<file path="src/design/srrt_pkg.sv">
// Shared constants, codes and the token type of the region remap table.
// No dependencies.
package srrt_pkg;

  localparam int ENTRIES = 8;
  localparam int DATA_W  = 64;
  localparam int IDX_W   = (ENTRIES > 1) ? $clog2(ENTRIES) : 1;
  localparam int SHIFT_W = 6;

  // item kinds
  localparam logic [1:0] KIND_READ   = 2'd0;
  localparam logic [1:0] KIND_WRITE  = 2'd1;
  localparam logic [1:0] KIND_OTHER  = 2'd2;
  localparam logic [1:0] KIND_LOOKUP = 2'd3;

  // result status
  localparam logic [1:0] STATUS_OK       = 2'd0;
  localparam logic [1:0] STATUS_ADDR_ERR = 2'd1;
  localparam logic [1:0] STATUS_CMD_ERR  = 2'd2;

  typedef enum logic [1:0] {
    OP_NONE   = 2'd0,
    OP_READ   = 2'd1,
    OP_WRITE  = 2'd2,
    OP_LOOKUP = 2'd3
  } op_t;

  // item travelling along the cell chain
  typedef struct packed {
    logic              vld;
    op_t               op;
    logic [IDX_W-1:0]  idx;
    logic [DATA_W-1:0] data;   // write value, lookup base or read result
    logic [DATA_W-1:0] mask;
    logic              hit;
    logic [1:0]        status;
  } token_t;

endpackage

</file>
<file path="src/design/srrt_cell.sv">
// One cell of the remap chain: holds one descriptor and one token stage.
// Depends on srrt_pkg.
module srrt_cell (
  input  logic                        clk,
  input  logic                        rst,
  input  logic                        advance,
  input  logic [srrt_pkg::IDX_W-1:0]  cell_idx,
  input  srrt_pkg::token_t            tok_in,
  output srrt_pkg::token_t            tok_out
);

  logic [srrt_pkg::DATA_W-1:0] desc;
  srrt_pkg::token_t            tok_next;
  logic                        sel;
  logic                        hit_here;

  assign sel = (tok_in.idx == cell_idx);
  assign hit_here = (tok_in.op == srrt_pkg::OP_LOOKUP) && desc[0] &&
                    ((desc & tok_in.mask) == tok_in.data);

  always_comb begin
    tok_next = tok_in;
    tok_next.hit = tok_in.hit | hit_here;
    if ((tok_in.op == srrt_pkg::OP_READ) && sel) begin
      tok_next.data = desc;
    end
  end

  always_ff @(posedge clk) begin
    if (rst) begin
      desc <= '0;
    end else if (advance && tok_in.vld && (tok_in.op == srrt_pkg::OP_WRITE) && sel) begin
      desc <= tok_in.data;
    end
  end

  always_ff @(posedge clk) begin
    if (rst) begin
      tok_out.vld <= 1'b0;
    end else if (advance) begin
      tok_out <= tok_next;
    end
  end

endmodule

</file>
<file path="src/design/stack_region_remap_table.sv">
// Region remap table: ENTRIES 64-bit descriptors (srrt_pkg::ENTRIES, 8 here),
// each held in its own cell of a chain. An item is decoded on entry and then
// walks the chain one cell per cycle; every cell applies a write aimed at it,
// returns its descriptor to a read aimed at it, and ORs its match into a
// lookup. Items stay in order, so each item sees all earlier writes. The
// block takes one item per cycle unless the chain is held, and returns its
// result from the last cell; a stalled result holds the whole chain, so
// req_ready follows rsp_ready whenever the last cell holds a result. The
// descriptors reset to zero (all invalid). region_shift (APB address 0,
// reset 12) sets the region size; write it only while no item is in the
// chain. Stored descriptors keep the masking in force when they were written.
// Depends on srrt_pkg and srrt_cell.
module stack_region_remap_table (
  input  logic        clk,
  input  logic        rst,
  // request channel
  input  logic        req_valid,
  output logic        req_ready,
  input  logic [1:0]  kind,
  input  logic [63:0] mmio_offset,
  input  logic [7:0]  access_bytes,
  input  logic [63:0] write_data,
  input  logic [63:0] lookup_address,
  // response channel
  output logic        rsp_valid,
  input  logic        rsp_ready,
  output logic [1:0]  status,
  output logic [63:0] read_data,
  output logic        hit,
  // APB configuration port
  input  logic        psel,
  input  logic        penable,
  input  logic        pwrite,
  input  logic [2:0]  paddr,
  input  logic [31:0] pwdata,
  output logic [31:0] prdata,
  output logic        pready
);

  localparam int ENTRIES = srrt_pkg::ENTRIES;
  localparam int DATA_W  = srrt_pkg::DATA_W;
  localparam int IDX_W   = srrt_pkg::IDX_W;

  logic [srrt_pkg::SHIFT_W-1:0] region_shift;
  logic [DATA_W-1:0]            mask;
  logic                         advance;
  logic                         addr_ok;
  srrt_pkg::token_t             entry_tok;
  srrt_pkg::token_t             chain [ENTRIES+1];

  // ---------------- configuration ----------------
  assign pready = 1'b1;

  always_ff @(posedge clk) begin
    if (rst) begin
      region_shift <= srrt_pkg::SHIFT_W'(12);
    end else if (psel && penable && pwrite && !paddr[2]) begin
      region_shift <= pwdata[srrt_pkg::SHIFT_W-1:0];
    end
  end

  assign prdata = paddr[2] ? 32'd0 : {{(32 - srrt_pkg::SHIFT_W){1'b0}}, region_shift};

  // region mask: all ones above the region size
  assign mask = {DATA_W{1'b1}} << region_shift;

  // ---------------- entry decode ----------------
  // mmio access must be 8 bytes, 8-byte aligned, and index a real entry
  assign addr_ok = (access_bytes == 8'd8) && (mmio_offset[2:0] == 3'd0) &&
                   ({3'd0, mmio_offset[63:3]} < DATA_W'(ENTRIES));

  always_comb begin
    entry_tok        = '0;
    entry_tok.vld    = req_valid;
    entry_tok.idx    = mmio_offset[3 +: IDX_W];
    entry_tok.mask   = mask;
    entry_tok.op     = srrt_pkg::OP_NONE;
    entry_tok.status = srrt_pkg::STATUS_OK;
    if (kind == srrt_pkg::KIND_LOOKUP) begin
      entry_tok.op   = srrt_pkg::OP_LOOKUP;
      entry_tok.data = lookup_address & mask;
    end else if (!addr_ok) begin
      entry_tok.status = srrt_pkg::STATUS_ADDR_ERR;
    end else if (kind == srrt_pkg::KIND_WRITE) begin
      entry_tok.op   = srrt_pkg::OP_WRITE;
      // valid bit always kept, address bits masked to the region
      entry_tok.data = (write_data & mask & ~DATA_W'(1)) | (write_data & DATA_W'(1));
    end else if (kind == srrt_pkg::KIND_READ) begin
      entry_tok.op   = srrt_pkg::OP_READ;
    end else begin
      entry_tok.status = srrt_pkg::STATUS_CMD_ERR;
    end
  end

  // ---------------- cell chain ----------------
  // whole chain moves together; it holds only when a result waits at the end
  assign advance   = !chain[ENTRIES].vld || rsp_ready;
  assign req_ready = advance;
  assign chain[0]  = entry_tok;

  for (genvar i = 0; i < ENTRIES; i++) begin : g_cell
    srrt_cell u_cell (
      .clk      (clk),
      .rst      (rst),
      .advance  (advance),
      .cell_idx (IDX_W'(i)),
      .tok_in   (chain[i]),
      .tok_out  (chain[i+1])
    );
  end

  // ---------------- result ----------------
  assign rsp_valid = chain[ENTRIES].vld;
  assign status    = chain[ENTRIES].status;
  assign read_data = chain[ENTRIES].data & {DATA_W{chain[ENTRIES].op == srrt_pkg::OP_READ}};
  assign hit       = chain[ENTRIES].hit;

endmodule

</file>
<file path="config.mk">
export PLATFORM = sky130hd
export DESIGN_NAME = stack_region_remap_table
export DESIGN_NICKNAME = d
export VERILOG_FILES = /design/src/design/srrt_pkg.sv /design/src/design/srrt_cell.sv /design/src/design/stack_region_remap_table.sv
export SDC_FILE = /design/constraint.sdc
export NUM_CORES = 2
export LEC_CHECK = 0
export BUFFER_PORTS_ARGS = -buffer_cell sky130_fd_sc_hd__buf_2
export CAP_MARGIN = 10
export CORE_ASPECT_RATIO = 1.2
export CORE_MARGIN = 10
export CORE_UTILIZATION = 56
export CTS_BUF_LIST = sky130_fd_sc_hd__clkbuf_4
export DETAILED_ROUTE_END_ITERATION = 8
export PLACE_DENSITY = 0.83
export SYNTH_ARGS = -nofsm -noshare
export SYNTH_HDL_FRONTEND = slang
export SYNTH_SLANG_ARGS = --single-unit
</file>
<file path="constraint.sdc">
create_clock -name clk -period 143.7 [get_ports clk]
set_input_delay 43.11 -clock clk [delete_from_list [all_inputs] [get_ports clk]]
set_output_delay 43.11 -clock clk [all_outputs]
set_load 0.005 [all_outputs]
</file>
==> out/metrics.yaml <==
status: "complete, no violations"
synth_edf_count: 1014
worst_setup_path_end_kind: "primary output"
synth_top_area_cell: "edfxtp_1"
fmax_mhz: 11.4
avgRoutedWirePerCell_um: 23.5
antenna_found_initial: 5
gr-usage-all-layers_pct: 28.1
cts_setup_buffers: 0
viasPerCell: 5.63
dp.cells: 7355
gp_congestion: 1.06
grt_max_degree: 171
p_per_area_nw_per_um2: 12.4
crit_type: "in2out"
fin_cells: 8048
arrival_ns: 44.27
async_reset_ff_share_pct: 0
grt-ovfl-total: 0
syn_area_sq_um: 65400
seqCellArea_sq_um: 41000
vias: 45300
setup_viol_count_final: 0
yosysMostFrequentCell: "nand2_1"
tns_ns: 0
maxCapViolCount: 0
dieArea_sq_um: 131000
multi_input_area_sq_um: 23100
clock_path_buffers: 4
fp.dieW_um: 332
cts_resized: 0
yosysSeqAreaShare_pct: 62.6
synth-seq-cells: 1540
slew_viol_final: 0
io-pin-count: 346
nets: 6451
combPwrFrac_pct: 5.1
drc: 0
drt_iter0_drc: 3519
ys.flop_type: "edfxtp_1"
dp_hpwl_mm: 139
power_frac_seq_pct: 55.3
path_clk_slew_ns: 0.06
p_leak_uw: 0.0247
fillers: 8957
synth_top_cells_by_count: "1602 x nand2_1, 1014 x edfxtp_1, 593 x a21oi_1, 526 x dfxtp_1, 448 x mux2_2"
hold_viol: 0
cts_tree: "done"
yosysTopAreaCellShare_pct: 46.5
die_h_um: 394
rr_startpoint: "g_cell[7].u_cell.tok_out[136]$_SDFFE_PP0N_"
max_slew_margin_pct: 9.38
syn_to_final_growth_pct: 11.6
r2r_cells: 7
critPathLaunchType: "primary input"
hold_slack_ns: 0.414
root_buffer: "clkbuf_4"
total_power_uw: 905
finClkSkew_ns: 0.0810
grt_pass1_wl_mm: 279
layout_min_cycle_time_ns: 87.38
min-delay-start: "g_cell[5].u_cell.tok_out[0]$_DFFE_PP_"
cts.sinks: 1540
firstDrtPassIters: 6
post_dp_cell_area_sq_um: 68200
r2r_slack_ns: 139.11
yosys_warnings: 0
max_slew.worst_pin.slew_ns: 1.35
synth_area_leaders: "edfxtp_1 47%, dfxtp_1 16%, nand2_1 9.2%"
clkLatencyLatePin_ns: 1.28
synth_cells: 5751
grt_pass1_vias: 45300
p_sw_uw: 211
h-tree-depth: 5
cts_made_buffers: 379
whs_path_depth: 0
cts_hold_buf: 0
cp_max_fo: 24
postSynthAreaPerCell_sq_um: 11.4
drive_above_1_share_pct: 22.1
p_int_uw: 693
p_sw_share_pct: 23.4
core_area_sq_um: 116000
worstPathRequired_ns: 100.59
initial_utilization_pct: 56.3
finalWirelength_mm: 189
hold_class: "reg2reg"
min_period_over_period_pct: 60.8
clock_power_share_pct: 39.6
port_buffers: 290
antenna_left: 0
vdd_ir_drop_max_mv: 0.00845
ys_types: 79
rows: 137
r2r_end: "g_cell[1].u_cell.tok_out[111]$_DFFE_PP_"
hold-path-endpoint: "g_cell[6].u_cell.tok_out[0]$_DFFE_PP_"
rsz0062_at_grt: "no"
postLayoutCellArea_sq_um: 73000
## layer usage
metal  wire (um)  GRT usage, %
met1       69000          30.8
met4       18400          24.4
met5           0             0
met2       90600          46.4
met3       11000          5.69
## metrics by stage
stage,setup WS [ns],util [%]
6_report,56.32,62.8
5_1_grt,56.22,62.8
4_1_cts,56.33,62.8
3_5_place_dp,56.33,58.7
3_3_place_gp,56.33,58.7
2_1_floorplan,55.67,-
## worst max path at each step
stage / slack [ns] / start / to / cells past startpoint
after floorplan: 55.67 / rst / g_cell[0].u_cell.tok_out[0]$_SDFFCE_PP0P_ / 4
after global placement: 56.33 / rsp_ready / req_ready / 5
after detailed placement: 56.33 / rsp_ready / req_ready / 5
after CTS: 56.33 / rsp_ready / req_ready / 5
after global routing: 56.22 / rsp_ready / req_ready / 5
final: 56.32 / rsp_ready / req_ready / 5
## state kept, by name, indices dropped and copies added (netlist names)
| name | cells |
|---|---|
| g_cell.u_cell.tok_out | 1022 |
| region_shift | 6 |
| g_cell.u_cell.desc | 512 |
## worst max-delay path: stages
cell	delay, ns
buf_2	0.10
nor2b_2	0.09
buf_4	0.31
clkinv_1	0.39
buf_2	0.26
## placed cells by master, fill, tap and decap left out, types with 55 or more instances in the layout
master	synthesis	final
nand2_1	1602	1602
edfxtp_1	1014	1014
a21oi_1	593	593
clkbuf_4	0	553
dfxtp_1	526	526
mux2_2	448	448
buf_2	15	289
xor2_1	219	219
xnor2_1	207	207
clkinv_1	2	107
nand4_1	95	95
nor4_1	96	88
nor2_1	72	71
and2_1	71	70
a21o_1	70	70
buf_4	32	56
nand3_1	55	55
## cell type report
type,instances,share of cell area (%)
multi-input cells,3879,31.7
diodes,10,0.0343
flip-flops and latches,1540,56.1
clock inverters,130,0.912
well taps,1529,2.62
clock buffers,553,5.68
repair buffers,348,2.63
inverters,59,0.303
## power by group through the flow
stage / Combinational [uW] / Clock (uW) / Sequential (uW)
floorplan: 26.7 / 0 / 525
global placement: 45.5 / 0 / 509
detailed placement: 45.5 / 0 / 510
CTS: 45.9 / 366 / 500
global route: 48.5 / 390 / 502
finish: 46.1 / 358 / 500
## cells by family (layout without fill, tap and decap cells)
kind of cell    Yosys count  in the layout  synth area share [%]
compound gates          865            865                  7.67
xor+xnor                426            426                  5.70
buf+inv                 357           1090                  2.28
flops                  1540           1540                  62.6
mux                     452            452                  7.77
other cells               2             37                0.0115
simple gates           2109           2109                  13.9
(Power assumes the default switching activity.)
